**src/design/assert_macros.svh**
```systemverilog
// ----------------------------------------------------------------------------
// assert_macros.svh - concurrent assertion shorthands
// Clocked on clk, disabled while rst_n is low.
// ----------------------------------------------------------------------------
`ifndef ASSERT_MACROS_SVH
`define ASSERT_MACROS_SVH

// Same-cycle implication.
`define ASSERT_IMPL(label, ante, cons) \
    label: assert property (@(posedge clk) disable iff (!rst_n) (ante) |-> (cons)) \
        else $error("assertion failed");

// Next-cycle implication.
`define ASSERT_NEXT(label, ante, cons) \
    label: assert property (@(posedge clk) disable iff (!rst_n) (ante) |=> (cons)) \
        else $error("assertion failed");

`endif

```
**src/design/bsbm_ram.sv**
```systemverilog
// ----------------------------------------------------------------------------
// bsbm_ram - generic simple dual-port RAM
// One write port, one read port, registered read data.
// ----------------------------------------------------------------------------
module bsbm_ram #(
    parameter int WIDTH  = 64,
    parameter int DEPTH  = 32,
    parameter int ADDR_W = (DEPTH > 1) ? $clog2(DEPTH) : 1
) (
    input  logic              clk,
    input  logic              wr_en,
    input  logic [ADDR_W-1:0] wr_addr,
    input  logic [WIDTH-1:0]  wr_data,
    input  logic [ADDR_W-1:0] rd_addr,
    output logic [WIDTH-1:0]  rd_data
);

    logic [WIDTH-1:0] mem [DEPTH];

    always_ff @(posedge clk)
    begin
        if (wr_en)
        begin
            mem[wr_addr] <= wr_data;
        end
        rd_data <= mem[rd_addr];
    end

endmodule

```
**config.mk**
```make
export PLATFORM = sky130hd
export DESIGN_NAME = bsbm_ram
export DESIGN_NICKNAME = d
export VERILOG_FILES = /design/src/design/assert_macros.svh /design/src/design/bsbm_ram.sv
export SDC_FILE = /design/constraint.sdc
export NUM_CORES = 2
export LEC_CHECK = 0
export ABC_AREA = 1
export BUFFER_PORTS_ARGS = -buffer_cell sky130_fd_sc_hd__buf_4
export CORE_MARGIN = 2
export CORE_UTILIZATION = 50
export CTS_CLUSTER_SIZE = 10
export DETAILED_ROUTE_END_ITERATION = 8
export PLACE_DENSITY_LB_ADDON = 0.08
export SYNTH_ARGS = -nofsm -noshare
export SYNTH_HDL_FRONTEND = slang
export SYNTH_SLANG_ARGS = --single-unit
export TNS_END_PERCENT = 30
```
**constraint.sdc**
```tcl
create_clock -name clk -period 9.61 [get_ports clk]
set_input_delay 0.961 -clock clk [delete_from_list [all_inputs] [get_ports clk]]
set_output_delay 0.961 -clock clk [all_outputs]
set_load 0.1 [all_outputs]
```
* Word level (Yosys, flattened, before mapping) *
Memory sizes are Yosys's and may differ from the RTL's. A register that Yosys moved wholly into a read port is not among the register bits.
Cells that the tools add are included.

storage, ports and cells
  register bits after elaboration = 0
  bits in writable memories = 2048
  input port bits = 76
  memories kept = 1
  word-level logic and storage cells = 3
  output and inout port bits = 64

memories
  memory  words  bits a word  read ports  clocked after Yosys merged registers in  wr ports  line            text
  mem     32     64           1           1                                        1         bsbm_ram.sv:18  logic [WIDTH-1:0] mem [DEPTH];

operators by class
  muxes and demuxes = 2

operator list
  kind               number
  1-bit two-way mux  2

* Depth between registers and ports, before layout *
  depth after elaboration = 2
  mapped depth = 12
  gate-level depth less buffers = 9

* Least setup slack after synthesis *
OpenSTA, ideal clock, no wires.

  kind = input to register
  from = input wr_addr[0]
  to = memory mem[0][0] (enable)
  cell stages on the path = 3
  setup slack = 5185 ps
  setup time = 486 ps
  buffers on the path = 0
  data arrival time = 3938 ps
  required time = 9124 ps
  cells stage by stage = inv_1 nand3_1 nor2_1

RTL lines
  element             line            text
  start: declaration  bsbm_ram.sv:12  input logic [ADDR_W-1:0] wr_addr,
  end: declaration    bsbm_ram.sv:18

No word-level cell before the write port.

==> metrics.log <==
[metrics] outcome: finished with violations
[metrics] violations in the final reports: DRC
[metrics] number of pins exceeding their max-slew limit in the final report: 0
[metrics] clock insertion delay at the later pin of the skew report: roughly 870 ps
[metrics] worst slack, placed: 5100 ps
[metrics] worst vdd ir: ~200 uV
[metrics] remaining global-route overflow: 0
[metrics] relative max-transition margin: a little under a fifth
[metrics] root buffer cell: sky130_fd_sc_hd__clkbuf_16
[metrics] Std-Cell Core Area: 0.165 sq mm
[metrics] data required time at the worst endpoint: 10370 ps
[metrics] Clock Skews: ~21 ps
[metrics] number of maximum-capacitance constraint violations: 0
[metrics] Worst R2R Path Depth: 8
[metrics] RSZ-0062 raised after global routing: false
[metrics] TritonCTS Buffers: 231
[metrics] number of cells on the worst hold path: 1
[metrics] type of element capturing the critical path: flip-flop
[metrics] Synth top area share: roughly three quarters
[metrics] number of routed nets with antenna violations: 0
[metrics] setup slack after layout: about 5900 ps
[metrics] cell type with the largest total area after synthesis: sky130_fd_sc_hd__edfxtp_1
[metrics] wire per inst: between 20 and 30 microns
[metrics] start point of the worst min-delay path: wr_data[58]
[metrics] horizontal extent of the die: 411 microns
[metrics] DR vias/cell: between 5 and 6
[metrics] global-route wire length before repair: 349 mm
[metrics] critical register-to-register path startpoint: mem[1][39]$_DFFE_PP_
[metrics] Setup CP Type: input pin to flip-flop
[metrics] starting density of the core: 50.3%
[metrics] GRT Total Usage: 28.4%
[metrics] post-route fraction of the period consumed by the critical path: 39.0%
[metrics] register-to-register path setup slack: a little over 8000 ps
[metrics] clock sink count: between 2000 and 2500
[metrics] overall die area: around 0.17 sq mm
[metrics] count of buffers added by post-CTS timing repair for setup: 0
[metrics] dominant cells by area after synthesis: sky130_fd_sc_hd__edfxtp_1 74%, sky130_fd_sc_hd__nand3_1 11%, sky130_fd_sc_hd__nand2_1 11%
[metrics] Initial DRC Count: 6151
[metrics] post-DP HPWL: approximately 110 mm
[metrics] net count of the finished layout: between 6000 and 7000
[metrics] total number of H-tree levels: 4
[metrics] input/output buffers: 139
[metrics] class of the most critical hold timing path: input pin to flip-flop
[metrics] syn nets: 6844
[metrics] total power divided by cell area: 213 mW/mm^2
[metrics] deepest clock path buffer count: 3
[metrics] launching element type of the critical path: input pin
[metrics] start point of the critical path: rd_addr[0]
[metrics] clock slew at the register clock pins of the worst setup and hold paths: 60 ps
[metrics] hold buffers post-CTS: 0
[metrics] number of global-route vias before repair: 51100
[metrics] Post-Synthesis Cell Area: 0.0830 sq mm
[metrics] post-layout min period: roughly 3700 ps
[metrics] WL final: approximately 240 mm
[metrics] per-instance average area after synthesis: between 10 and 15 sq um
[metrics] pin count of the biggest net entering global routing: 225
[metrics] maximum clock frequency: between 200 and 300 MHz
[metrics] die boundary height: slightly above 400 microns
[metrics] vias after detailed routing: roughly 53000
[metrics] Yosys reg bits: 2112
[metrics] synthesized instance count: ~6800
[metrics] final number of hold-violating endpoints: 0
[metrics] number of top-level pins: 140
[metrics] leakage dissipation: ~33 nW
[metrics] worst reg2reg endpoint: rd_data[39]$_DFF_P_
[metrics] RD Place Congestion: roughly 0.75
[metrics] count of cell types in the netlist: 13
[metrics] setup tns final: 0 ps
[metrics] Area Overhead vs Synth: 11.6%
[metrics] number of rows in the core area: approximately 150
[metrics] portion of the post-synthesis area used by sequential elements: 75.6%
[metrics] Worst Hold Endpoint: mem[28][58]$_DFFE_PP_
[metrics] measured slew at the worst slew-check pin: 1220 ps
[metrics] Syn. warnings: 0
[metrics] arrival time of the worst setup path: 4510 ps
[metrics] number of filler instances in the final layout: 13700
[metrics] fraction of final layout cells sized beyond drive strength 1: 7.62%
[metrics] post-layout util: 56.1%
[metrics] CTS tree: yes
[metrics] initial antenna violation count: 9
[metrics] length of the first detailed-routing pass in iterations: 8
[metrics] Residual DRC: 22
[metrics] Resize count post-CTS: 0
[metrics] final setup vio count: 0
[metrics] largest fanout of any net on the critical path: approximately 190
[how the worst max path moves through the flow]
stage,depth (start not counted),slack [ps],end
floorplan,3,5190,mem[0][0]$_DFFE_PP_
global placement,11,5110,rd_data[52]$_DFF_P_
detailed placement,11,5100,rd_data[52]$_DFF_P_
CTS,11,6040,rd_data[52]$_DFF_P_
global route,11,5720,rd_data[52]$_DFF_P_
finish,9,5860,rd_data[37]$_DFF_P_
[critical path: stages]
cell and delay [ps]:
sky130_fd_sc_hd__buf_8 510, sky130_fd_sc_hd__buf_12 540, sky130_fd_sc_hd__buf_4 1010, sky130_fd_sc_hd__nand2_1 130, sky130_fd_sc_hd__nand3_1 140, sky130_fd_sc_hd__nand3_1 100
sky130_fd_sc_hd__nand3_1 120, sky130_fd_sc_hd__nand3_1 110, sky130_fd_sc_hd__nand2_1 250
[cell families after synthesis]
kind of cell	Yosys count	synth area share, %
simple gates	4208	21.7
flops	2112	75.6
buf+inv	448	2.61
[per-layer routing]
| metal | GRT usage [%] | wire length [microns] | vias to the layer above |
|---|---|---|---|
| li1 | - | - | 24100 |
| met1 | 39.4 | 99800 | 26500 |
| met2 | 46.5 | 116000 | 2139 |
| met3 | 4.10 | 17900 | 387 |
| met4 | 8.82 | 7270 | 10 |
| met5 | 0 | 60 | - |
[flip-flops by register name, summed over array words and instances (netlist names)]
signal	cells
rd_data	64
mem	2048
[cells in the mapped netlist]
cell type,number
sky130_fd_sc_hd__buf_6,4
sky130_fd_sc_hd__nand3_1,1800
sky130_fd_sc_hd__inv_2,2
sky130_fd_sc_hd__nor2_1,32
sky130_fd_sc_hd__buf_1,49
sky130_fd_sc_hd__inv_4,1
sky130_fd_sc_hd__clkbuf_1,82
sky130_fd_sc_hd__buf_2,275
sky130_fd_sc_hd__buf_4,28
sky130_fd_sc_hd__edfxtp_1,2048
sky130_fd_sc_hd__inv_1,7
sky130_fd_sc_hd__dfxtp_1,64
sky130_fd_sc_hd__nand2_1,2376
[report_power, final]
group | leakage (nW) | switching (mW) | internal [mW]
Clock | 3.21 | 3.54 | 4.54
Sequential | 19.0 | 0.0426 | 10.2
Combinational | 10.6 | 1.07 | 0.300
Total | 32.8 | 4.65 | 15.1
[metrics by stage]
stage | hold WS (ps) | instance area, sq um | power (mW) | cells
finish | 501 | 92600 | 19.7 | 9181
global route | 479 | 92600 | 20.3 | 9176
CTS | 445 | 92600 | 19.9 | 9175
detailed placement | 682 | 85900 | 11.8 | 8764
global placement | 673 | 85900 | 11.8 | 8764
floorplan | 640 | 83000 | 11.3 | 6768
[layout make-up]
class | instances | area [sq um] | area share, %
diodes | 6 | 15.0 | 0.0162
clock buffers | 395 | 6430 | 6.94
clock inverters | 16 | 344 | 0.371
inverters | 10 | 78.8 | 0.0851
multi-input cells | 4208 | 18300 | 19.7
flip-flops and latches | 2112 | 62800 | 67.8
well taps | 2189 | 2740 | 2.96
repair buffers | 245 | 1970 | 2.12
[placed cells by master, fill, tap and decap left out]
master,count
sky130_fd_sc_hd__clkbuf_8,4
sky130_fd_sc_hd__clkinv_16,4
sky130_fd_sc_hd__buf_8,3
sky130_fd_sc_hd__clkinv_8,4
sky130_fd_sc_hd__dfxtp_1,64
sky130_fd_sc_hd__buf_12,8
sky130_fd_sc_hd__inv_16,7
sky130_fd_sc_hd__inv_8,3
sky130_fd_sc_hd__edfxtp_1,2048
sky130_fd_sc_hd__nand2_1,2376
sky130_fd_sc_hd__clkbuf_16,231
sky130_fd_sc_hd__bufinv_16,1
sky130_fd_sc_hd__nor2_4,32
sky130_fd_sc_hd__nand3_1,1800
sky130_fd_sc_hd__diode_2,6
sky130_fd_sc_hd__inv_6,1
sky130_fd_sc_hd__inv_4,1
sky130_fd_sc_hd__buf_4,233
sky130_fd_sc_hd__inv_1,5
sky130_fd_sc_hd__clkbuf_1,161
Power figures use the tool's default switching activity.
