File: config.mk
export PLATFORM = sky130hd
export DESIGN_NAME = bsbm_step_alu
export DESIGN_NICKNAME = d
export VERILOG_FILES = /design/src/design/assert_macros.svh /design/src/design/bsbm_pkg.sv /design/src/design/bsbm_step_alu.sv
export SDC_FILE = /design/constraint.sdc
export NUM_CORES = 1
export LEC_CHECK = 0
export BUFFER_PORTS_ARGS = -buffer_cell sky130_fd_sc_hd__buf_2
export CAP_MARGIN = 20
export CORE_MARGIN = 10
export CORE_UTILIZATION = 35
export DETAILED_ROUTE_END_ITERATION = 6
export GPL_ROUTABILITY_DRIVEN = 0
export PLACE_DENSITY_LB_ADDON = 0.2
export SLEW_MARGIN = 20
export SYNTH_ARGS = -nofsm -noshare
export SYNTH_HDL_FRONTEND = slang
export SYNTH_SLANG_ARGS = --single-unit
File: constraint.sdc
create_clock -name vclk -period 5.7
set_input_delay 1.14 -clock vclk [all_inputs]
set_output_delay 1.14 -clock vclk [all_outputs]
set_load 0.005 [all_outputs]
File: src/design/assert_macros.svh
// ----------------------------------------------------------------------------
// assert_macros.svh - concurrent assertion shorthands
// Clocked on clk, disabled while rst_n is low.
// ----------------------------------------------------------------------------
`ifndef ASSERT_MACROS_SVH
`define ASSERT_MACROS_SVH

// Same-cycle implication.
`define ASSERT_IMPL(label, ante, cons) \
    label: assert property (@(posedge clk) disable iff (!rst_n) (ante) |-> (cons)) \
        else $error("assertion failed");

// Next-cycle implication.
`define ASSERT_NEXT(label, ante, cons) \
    label: assert property (@(posedge clk) disable iff (!rst_n) (ante) |=> (cons)) \
        else $error("assertion failed");

`endif

File: src/design/bsbm_pkg.sv
// ----------------------------------------------------------------------------
// bsbm_pkg - shared types and codes
// Command codes, register indexes and the limb ALU flag bundle.
// ----------------------------------------------------------------------------
package bsbm_pkg;

    // input command codes
    localparam logic CMD_LOAD = 1'b0;   // modulus limb load
    localparam logic CMD_FEED = 1'b1;   // dividend limb

    // register index (paddr word bit)
    localparam logic REG_IDX_LIMBS = 1'b0;

    localparam int CFG_LIMBS_W = 6;
    localparam int IDX_FIELD_W = 5;

    // status from the limb ALU
    typedef struct packed {
        logic top_bit;  // bit shifted out of the limb
        logic borrow;   // borrow out of the subtract
    } alu_flags_t;

endpackage

File: src/design/bsbm_step_alu.sv
// ----------------------------------------------------------------------------
// bsbm_step_alu - one limb of a restoring step
// Shifts a limb left with a carried-in bit, subtracts the modulus limb
// with borrow. Both the shifted and the subtracted limb come out.
// ----------------------------------------------------------------------------
module bsbm_step_alu
    import bsbm_pkg::*;
#(
    parameter int LIMB_BITS = 64
) (
    input  logic [LIMB_BITS-1:0] cur_limb,
    input  logic [LIMB_BITS-1:0] mod_limb,
    input  logic                 shift_in,
    input  logic                 borrow_in,
    output logic [LIMB_BITS-1:0] shifted,
    output logic [LIMB_BITS-1:0] diff,
    output alu_flags_t           flags
);

    logic [LIMB_BITS:0] sub_full;

    assign shifted  = {cur_limb[LIMB_BITS-2:0], shift_in};
    assign sub_full = {1'b0, shifted} - {1'b0, mod_limb} - {{LIMB_BITS{1'b0}}, borrow_in};
    assign diff     = sub_full[LIMB_BITS-1:0];

    assign flags.top_bit = cur_limb[LIMB_BITS-1];
    assign flags.borrow  = sub_full[LIMB_BITS];

endmodule

### Yosys cells after proc, flatten, opt, wreduce, memory -nomap -nowiden

Cells that the tools add are included.

* $add $sub $neg: 2

Operator list (number)
* $sub 64x64->65: 1
* $sub 65x1->65: 1

* output and inout port bits: 130
* bits of input ports: 130
* logic and storage cells: 2
* flip-flop bits (word level): 0

### Logic depth before layout (Yosys ltp)

Gate-level depths: netlist (run 1).

* depth in word-level cells: 2
* gate-level depth with buffers: 15
* depth with buffers taken out: 15

### Least setup slack after synthesis (run 1)

OpenSTA, ideal clock, no wires.

* path kind: in2out
* start point: in mod_limb[0]
* end point: out diff[62]
* data arrival time: 4216 ps
* data required time: 4560 ps
* cell stages on the path: 15
* path buffers: 0
* slack: 344 ps
* cells stage by stage: inv_1 -> fa_1 -> inv_1 -> ha_1 -> or2_2 -> fa_1 -> nor3b_1 -> o21a_4 -> a211oi_4 -> o2111ai_1 -> a31oi_1 -> o21a_1 -> a31o_2 -> a21oi_1 -> xnor2_1

* cells in the longest elaborated chain, start to end: 2

Ends and longest elaborated chain
* start, declared: line bsbm_step_alu.sv:12 `input logic [LIMB_BITS-1:0] mod_limb,`
* $sub 64x64->65: line bsbm_step_alu.sv:23 `assign sub_full = {1'b0, shifted} - {1'b0, mod_limb} - {{LIMB_BITS{1'b0}}, borrow_in};`
* $sub 65x1->65: line bsbm_step_alu.sv:23
* end, declared: line bsbm_step_alu.sv:16 `output logic [LIMB_BITS-1:0] diff,`

No other way between the ends.

==> results of run 1 <==
## report_power, final
| group | total (µW) | internal (µW) | leakage (µW) | switching, µW |
|---|---|---|---|---|
| clock network | 0 | 0 | 0 | 0 |
| logic | 1150 | 521 | 0.00409 | 631 |
| registers | 0 | 0 | 0 | 0 |
## layer usage
metal	vias up	share of wire
li1	3263	-
met1	2698	0.45
met2	163	0.47
met3	2	0.077
met4	0	0.0013
met5	-	0
## Yosys cell counts, types with 3 or more instances
cell	count	share of area
nand3_1	10	0.0086
nor2b_1	6	0.0064
nor4_1	3	0.0032
buf_4	65	0.084
or3_1	3	0.0032
o21bai_1	10	0.013
a41oi_1	3	0.0045
a31oi_1	9	0.0097
xor2_1	28	0.042
nor2_1	38	0.024
nand2b_1	4	0.0043
a21oi_1	80	0.069
nand2_1	62	0.040
xnor2_1	33	0.050
a22oi_1	3	0.0039
a21boi_0	5	0.0064
buf_2	5	0.0043
and2_1	6	0.0064
o211ai_1	3	0.0039
o21ai_0	35	0.030
a21o_1	30	0.039
nor3_1	13	0.011
ha_1	126	0.27
and3_1	9	0.0097
clkbuf_1	14	0.0090
nand4_1	19	0.020
inv_1	200	0.13
o21a_1	11	0.014
## cells by family (layout without fill, tap and decap cells)
kind of cell               Yosys count  in the layout
xor gates and xnor gates            61             61
buffers and inverters              286            477
adders and majority gates          128            128
muxes                                2              2
and+or+nand+nor                    184            184
AOI/OAI and AO/OA                  218            218
## final cells by class
type | count | area, µm²
Timing Repair Buffer | 277 | 1450
Fill cell | 1840 | 9410
Multi-Input combinational cell | 593 | 4580
Tap cell | 220 | 275
Inverter | 200 | 751
## stage by stage
stage	cell area [µm²]	power, µW
after CTS	6970	1160
after floorplan	5830	740
after global placement	6940	1150
final	7060	1150
after detailed placement	6940	1150
after global routing	7060	1300
## path summary, 6_finish.rpt
kind,end,slack [ns]
hold / removal,flags[1],2.28
setup / recovery,flags[0],0.14
## what timing repair did
action,in CTS,in global routing
pin swaps,2,10
setup buffers,0,4
hold endpoints to repair,0,0
endpoints found under the setup margin,8,11
resized for setup,6,13
==> summary.md, run 1 <==
| Metric | Value |
|---|---|
| Die X-Extent | `149 µm` |
| Global route hottest layer | `met2` |
| Share of layout cells above drive strength 1 | `0.285` |
| Crit Path Class | `in -> out` |
| Overflow after GRT | `0` |
| Syn_nets | `1,137` |
| RSZ-0062 raised after global routing | `yes` |
| Peak VDD IR | `74.7 µV` |
| ANT cells | `0` |
| Core box area | `16,500 µm²` |
| CP top delay family | `compound AO/OA/AOI/OAI gates` |
| Post-Synth XOR/XNOR Area | `0.0916` |
| Hold Crit Start | `cur_limb[63]` |
| PortBufs | `258` |
| Slew @ Worst Pin | `0.630 ns` |
| Leak | `0.00409 µW` |
| CTS Hold Bufs | `0` |
| Status | `finished clean` |
| Setup crit start kind | `input port` |
| Buf/Inv on CP | `4` |
| # IOs | `260` |
| Mux contribution to synthesized area | `0.00343` |
| Dpl ws | `-0.180 ns` |
| Fin Hold WS | `2.28 ns` |
| Setup-failing EPs final | `0` |
| Met3 usage | `0.0303` |
| Yosys warns | `0` |
| Most common cell after layout, fill and taps aside | `buf_2` |
| Final Max Slew Viols | `0` |
| Met2 Track Usage GR | `0.247` |
| Worst Hold Depth | `0` |
| CP Depth | `17` |
| Worst Path Max Fanout | `4` |
| Average size of a mapped cell | `6.63 µm²` |
| Largest net degree at the start of global routing | `11` |
| Final core utilization | `0.429` |
| CP required | `4.56 ns` |
| Drt drc | `0` |
| Tot GR Track Use | `0.139` |
| DRT iter0 DRCs | `197` |
| Die Area | `22,200 µm²` |
| Cells after Synth | `879` |
| Simple-Gate Fraction of Synth Area | `0.157` |
| Antenna Nets Post-Route | `0` |
| Max_cap viols | `0` |
| Area delta synth->final | `21.0%` |
| Most frequent cells in the layout | `256 x buf_2, 199 x inv_1, 125 x ha_1, 78 x a21oi_1, 62 x nand2_1` |
| Synthesized area | `5830 µm²` |
| Sequential-to-total area share from yosys stat | `0` |
| Die extent in y | `149 µm` |
| Via count | `6,126` |
| Clock buffer count | `0` |
| Initial core utilization | `0.354` |
| Via-to-Cell Ratio | `4.75` |
| Seq cells | `0` |
| Pwr dens | `163 nW/µm²` |
| Crit path time final | `5.56 ns` |
| Row count | `47` |
| Slowest CP cell | `fa_1` |
| Post-Route WL | `17.1 mm` |
| Slew HR | `0.574` |
| Number of global-route vias before repair | `5,850` |
| Fin. Hold Viols | `0` |
| Largest family of logic cells by synthesized area | `adder cells` |
| Fmax | `0.180 GHz` |
| Post-synthesis compound-gate area fraction | `0.244` |
| Critical Path End Type | `primary output` |
| Worst Setup SP | `mod_limb[0]` |
| Post-Synth Adder-Cell Area | `0.277` |
| WP data arrival | `4.42 ns` |
| Hold WC Path Type | `in -> out` |
| Period utilization | `0.976` |
| Final Net Count | `1,330` |
| Synth cell types | `63` |
| Crit path cell chain | `buf_6 > inv_2 > fa_1 > inv_1 > ha_2 > or2_4 > fa_2 > nor3b_2 > o21a_4 > a211oi_4 > o211ai_2 > a31o_1 > a31o_4 > o41ai_4 > a41oi_2 > xor2_1 > buf_2` |
| DRT Pass-1 Iters | `4` |
| Setup TNS | `0 ns` |
| Layout Cells excl Fill | `1,290` |
| GR Util met1 | `0.175` |
| Wire per inst | `13.3 µm` |
| Global-route wire length before repair | `27.0 mm` |
| Initial antenna violation count | `0` |
| Cell total after placement | `1,286` |
| Reg area | `0 µm²` |
| Crit-path max cell delay | `0.50 ns` |
| HPWL after DPL | `15.7 mm` |
| Worst setup margin | `0.138 ns` |
No activity file was read; power rests on OpenSTA's default activity.
==> run 2, diff against run 1 <==
--- a/config.mk
+++ b/config.mk
@@ -8,7 +8,7 @@
 export BUFFER_PORTS_ARGS = -buffer_cell sky130_fd_sc_hd__buf_2
 export CAP_MARGIN = 20
 export CORE_MARGIN = 10
-export CORE_UTILIZATION = 35
+export CORE_UTILIZATION = 51
 export DETAILED_ROUTE_END_ITERATION = 6
 export GPL_ROUTABILITY_DRIVEN = 0
 export PLACE_DENSITY_LB_ADDON = 0.2
==> run 2 against run 1 <==
  * Count of clock-buffer cells in the layout did not move
  * First-iteration DRC count increased by 98%
  * Power is 1.3% lower
  * Final cell count fell by 6.7%
  * Via count grew 2.0%
  * Worst hold slack unchanged
  * Wire length is 2.7% lower
  * Flip-flop and latch count unchanged
  * Critical path type unchanged
==> summary.md, run 2 (synthesized netlist as in run 1, its figures left out) <==
| Metric | Value |
|---|---|
| Initial core utilization | `0.529 (+0.174)` |
| Critical Path End Type | `primary output` |
| PortBufs | `258 (unchanged)` |
| Leak | `0.00405 µW (-0.94%)` |
| Logic pwr share | `1.000 (about the same)` |
| Peak VDD IR | `87.9 µV (+18%)` |
| Final Cell Area | `6880 µm² (-2.4%)` |
| Sequential Power Share | `0 (unchanged)` |
| Overflow after GRT | `0 (unchanged)` |
| Largest net degree at the start of global routing | `12 (+1)` |
| Layout Cells excl Fill | `1,203 (-6.7%)` |
| Crit path time final | `5.58 ns (+0.0132 ns)` |
| Via count | `6,249 (+2.0%)` |
| Period utilization | `0.978 (+0.00231)` |
| Slew HR | `0.543 (-0.0316)` |
| Cell total after placement | `1,201 (-6.6%)` |
| Post-Route WL | `16.6 mm (-2.7%)` |
| CP required | `4.56 ns (about the same)` |
| Switching Share | `0.548 (about the same)` |
| Reg area | `0 µm² (unchanged)` |
| Most common cell after layout, fill and taps aside | `buf_2` |
| Status | `finished clean` |
| Most frequent cells in the layout | `256 x buf_2, 198 x inv_1, 124 x ha_1, 78 x a21oi_1, 62 x nand2_1` |
| Setup-failing EPs final | `0 (unchanged)` |
| Int Pwr | `514 µW (-1.3%)` |
| Fin. Hold Viols | `0 (unchanged)` |
| Global-route wire length before repair | `27.0 mm (+0.15%)` |
| Worst Path Max Fanout | `4 (unchanged)` |
| Die X-Extent | `127 µm (-15%)` |
| Fin Hold WS | `2.28 ns (unchanged)` |
| Wire per inst | `13.8 µm (+4.4%)` |
| Clock power frac | `0 (unchanged)` |
| WP data arrival | `4.44 ns (+0.02 ns)` |
| Clock buffer count | `0 (unchanged)` |
| Number of global-route vias before repair | `5,924 (+1.3%)` |
| # IOs | `260 (unchanged)` |
| Final Max Slew Viols | `0 (unchanged)` |
| Die extent in y | `127 µm (-15%)` |
| HPWL after DPL | `15.1 mm (-3.6%)` |
| Seq cells | `0 (unchanged)` |
| Area delta synth->final | `18.1%` |
| Via-to-Cell Ratio | `5.19 (+9.4%)` |
| RSZ-0062 raised after global routing | `yes` |
| Row count | `38 (-19%)` |
| Drt drc | `0 (unchanged)` |
| Max_cap viols | `0 (unchanged)` |
| Initial antenna violation count | `1 (+1)` |
| Crit Path Class | `in -> out` |
| CTS Hold Bufs | `0 (unchanged)` |
| Hold WC Path Type | `in -> out` |
| ANT cells | `0 (unchanged)` |
| Area after DPL | `6800 µm² (-2.0%)` |
| Die Area | `16,100 µm² (-28%)` |
| Core box area | `11,000 µm² (-33%)` |
| Fmax | `0.179 GHz (-0.24%)` |
| Pwr dens | `165 nW/µm² (+1.2%)` |
| Setup crit start kind | `input port` |
| Antenna Nets Post-Route | `0 (unchanged)` |
| Final Net Count | `1,323 (-0.53%)` |
| Slew @ Worst Pin | `0.677 ns (+0.0468 ns)` |
| Tot GR Track Use | `0.188 (+0.0497)` |
| DRT Pass-1 Iters | `5 (+1)` |
| Share of layout cells above drive strength 1 | `0.280 (-0.00471)` |
| DRT iter0 DRCs | `391 (+98%)` |
| Switching power total | `623 µW (-1.4%)` |
==> run 2: power groups by stage <==
stage	combinational [µW]	clock (µW)	sequential, µW
finish	1140	0	0
global route	1280	0	0
CTS	1130	0	0
detailed placement	1120	0	0
global placement	1120	0	0
floorplan	740	0	0
==> run 2: routing by layer <==
layer	GRT usage	share of wire	up-vias	wire (µm)
li1	-	-	3243	-
met1	0.226	0.42	2798	7050
met2	0.344	0.49	202	8190
met3	0.0471	0.081	6	1350
met4	0.00670	0.0027	0	45
met5	0	0	-	0
==> run 2: area by class of cell <==
class	count	area, µm²
Timing Repair Buffer	270	1390
Multi-Input combinational cell	593	4560
Fill cell	1128	4150
Inverter	200	751
Tap cell	140	175
==> run 2: timing repair <==
item,4_1_cts,5_1_grt
endpoints found under the setup margin,5,10
pin swaps,1,14
buffers inserted,0,2
gates resized for setup,2,14
==> run 2: worst paths after layout <==
check,startpoint,to,slack [ns],depth (start not counted)
worst max-delay path,borrow_in,flags[0],0.12,17
worst min-delay path,cur_limb[63],flags[1],2.28,0
==> run 2: critical path, stage by stage <==
cell and delay [ns]:
buf_6 0.07, inv_2 0.03, fa_1 0.51, inv_1 0.08, ha_2 0.16, or2_4 0.12, fa_2 0.21, nor3b_2 0.05
o21a_4 0.21, a211oi_4 0.32, o211ai_2 0.14, a31o_1 0.23, a31o_4 0.26, o41ai_4 0.41, a41oi_2 0.19, xor2_1 0.17
buf_2 0.13
==> run 2: stage by stage <==
stage          total power (µW)  setup WS [ns]   util  setup TNS (ns)
5_1_grt                    1280        -0.0806  0.624          -0.141
6_report                   1140          0.125  0.624               0
2_1_floorplan               740          0.344      -               0
4_1_cts                    1130        0.00343  0.617               0
3_3_place_gp               1120        -0.0634  0.616         -0.0634
3_5_place_dp               1120        -0.0926  0.616          -0.168
==> run 3, diff against run 2 <==
--- a/config.mk
+++ b/config.mk
@@ -8,7 +8,7 @@
 export BUFFER_PORTS_ARGS = -buffer_cell sky130_fd_sc_hd__buf_2
 export CAP_MARGIN = 20
 export CORE_MARGIN = 10
-export CORE_UTILIZATION = 51
+export CORE_UTILIZATION = 55
 export DETAILED_ROUTE_END_ITERATION = 6
 export GPL_ROUTABILITY_DRIVEN = 0
 export PLACE_DENSITY_LB_ADDON = 0.2
==> constraint.sdc (replaced) <==
create_clock -name vclk -period 6.6
set_input_delay 1.32 -clock vclk [all_inputs]
set_output_delay 1.32 -clock vclk [all_outputs]
set_load 0.005 [all_outputs]
==> run 3 against run 2 <==
  * Critical path depth is the same
  * Flip-flop and latch count did not move
  * Via count is 0.61% lower
  * Critical path type unchanged
==> summary.md, run 3 (synthesized netlist as in run 1, its figures left out) <==
| Metric | Value |
|---|---|
| DRT iter0 DRCs | `300 (-23%)` |
| Most common cell after layout, fill and taps aside | `buf_2` |
| Post-Route WL | `16.2 mm (-2.5%)` |
| ANT cells | `0 (unchanged)` |
| Initial antenna violation count | `1 (unchanged)` |
| Final Max Slew Viols | `0 (unchanged)` |
| Overflow after GRT | `0 (unchanged)` |
| CP required | `5.28 ns (+0.72 ns)` |
| Fin. Hold Viols | `0 (unchanged)` |
| Share of layout cells above drive strength 1 | `0.261 (-0.0196)` |
| Leak | `0.00399 µW (-1.5%)` |
| Final Net Count | `1,311 (-0.91%)` |
| Crit Path Class | `in -> out` |
| Number of global-route vias before repair | `5,825 (-1.7%)` |
| Seq cells | `0 (unchanged)` |
| Setup Buffers After CTS | `0 (unchanged)` |
| Clock buffer count | `0 (unchanged)` |
| Die X-Extent | `123 µm (-3.1%)` |
| Largest net degree at the start of global routing | `12 (unchanged)` |
| Area delta synth->final | `15.2%` |
| Via-to-Cell Ratio | `5.23 (+0.73%)` |
| Critical Path End Type | `primary output` |
| Drt drc | `0 (unchanged)` |
| Total power | `954 µW (-16%)` |
| PortBufs | `258 (unchanged)` |
| Status | `finished clean` |
| Most frequent cells in the layout | `258 x buf_2, 200 x inv_1, 126 x ha_1, 80 x a21oi_1, 62 x nand2_1` |
| Core box area | `10,300 µm² (-6.4%)` |
| Die extent in y | `123 µm (-3.1%)` |
| Via count | `6,211 (-0.61%)` |
| Fmax | `0.160 GHz` |
| Antenna Nets Post-Route | `0 (unchanged)` |
| WP data arrival | `4.91 ns (+0.47 ns)` |
| Max_cap viols | `0 (unchanged)` |
| Worst Path Max Fanout | `4 (unchanged)` |
| Fin Hold WS | `2.64 ns (+0.360 ns)` |
| Slew HR | `0.553 (+0.0107)` |
| Final core utilization | `0.651 (+0.0266)` |
| Post-CTS Resized | `0 (-2)` |
| # IOs | `260 (unchanged)` |
| Slew @ Worst Pin | `0.661 ns (-0.0158 ns)` |
| Reg area | `0 µm² (unchanged)` |
| DRT Pass-1 Iters | `5 (unchanged)` |
| Initial core utilization | `0.565 (+0.0362)` |
| Hold WC Path Type | `in -> out` |
| Tot GR Track Use | `0.195 (+0.00644)` |
| Cell total after placement | `1,187 (-1.2%)` |
| Row count | `37 (-2.6%)` |
| CTS Hold Bufs | `0 (unchanged)` |
| Crit path time final | `6.23 ns` |
| Peak VDD IR | `73.0 µV (-17%)` |
| Pwr dens | `142 nW/µm² (-14%)` |
| HPWL after DPL | `14.7 mm (-2.4%)` |
| Period utilization | `0.944` |
| Setup crit start kind | `input port` |
| Layout Cells excl Fill | `1,187 (-1.3%)` |
| Setup-failing EPs final | `0 (unchanged)` |
| Die Area | `15,100 µm² (-6.2%)` |
| RSZ-0062 raised after global routing | `no` |
| Global-route wire length before repair | `25.7 mm (-4.8%)` |
| Setup TNS | `0 ns (unchanged)` |
| Wire per inst | `13.7 µm (-1.2%)` |
[run 3: per-stage QoR]
step,area [µm²],setup slack (ns)
6_report,6720,0.368
5_1_grt,6720,0.0579
4_1_cts,6720,0.361
3_5_place_dp,6720,0.383
3_3_place_gp,6720,0.452
2_1_floorplan,5830,0.884
[run 3: worst paths after layout]
check    startpoint       end  slack, ns  depth (start not counted)
max     mod_limb[0]  diff[42]       0.37                         17
min    cur_limb[63]  flags[1]       2.64                          0
[run 3: power breakdown]
group          internal, µW  leakage [µW]  switching (µW)  total [µW]
sequential                0             0               0           0
combinational           423       0.00399             531         954
clock                     0             0               0           0
[run 3: worst max-delay path: stages]
cell,delay [ns]
buf_2,0.08
inv_1,0.04
fa_1,0.57
inv_1,0.05
ha_1,0.18
or2_2,0.28
fa_1,0.42
nor3b_1,0.25
o21a_4,0.20
a211oi_4,0.08
o2111ai_1,0.26
nand3_1,0.17
a21oi_1,0.29
o21ai_0,0.17
a21boi_0,0.24
xnor2_1,0.14
buf_2,0.14
[run 3: cell type report]
type	count	area, µm²
Fill cell	1030	3610
Inverter	200	751
Multi-Input combinational cell	593	4510
Tap cell	136	170
Timing Repair Buffer	258	1290
[run 3: metal layers]
layer  vias to the layer above  GRT usage  part of all wire
met1                      2782      0.225              0.41
met3                         8     0.0469             0.091
li1                       3222          -                 -
met5                         -          0                 0
met2                       199      0.367              0.49
met4                         0     0.0155            0.0076
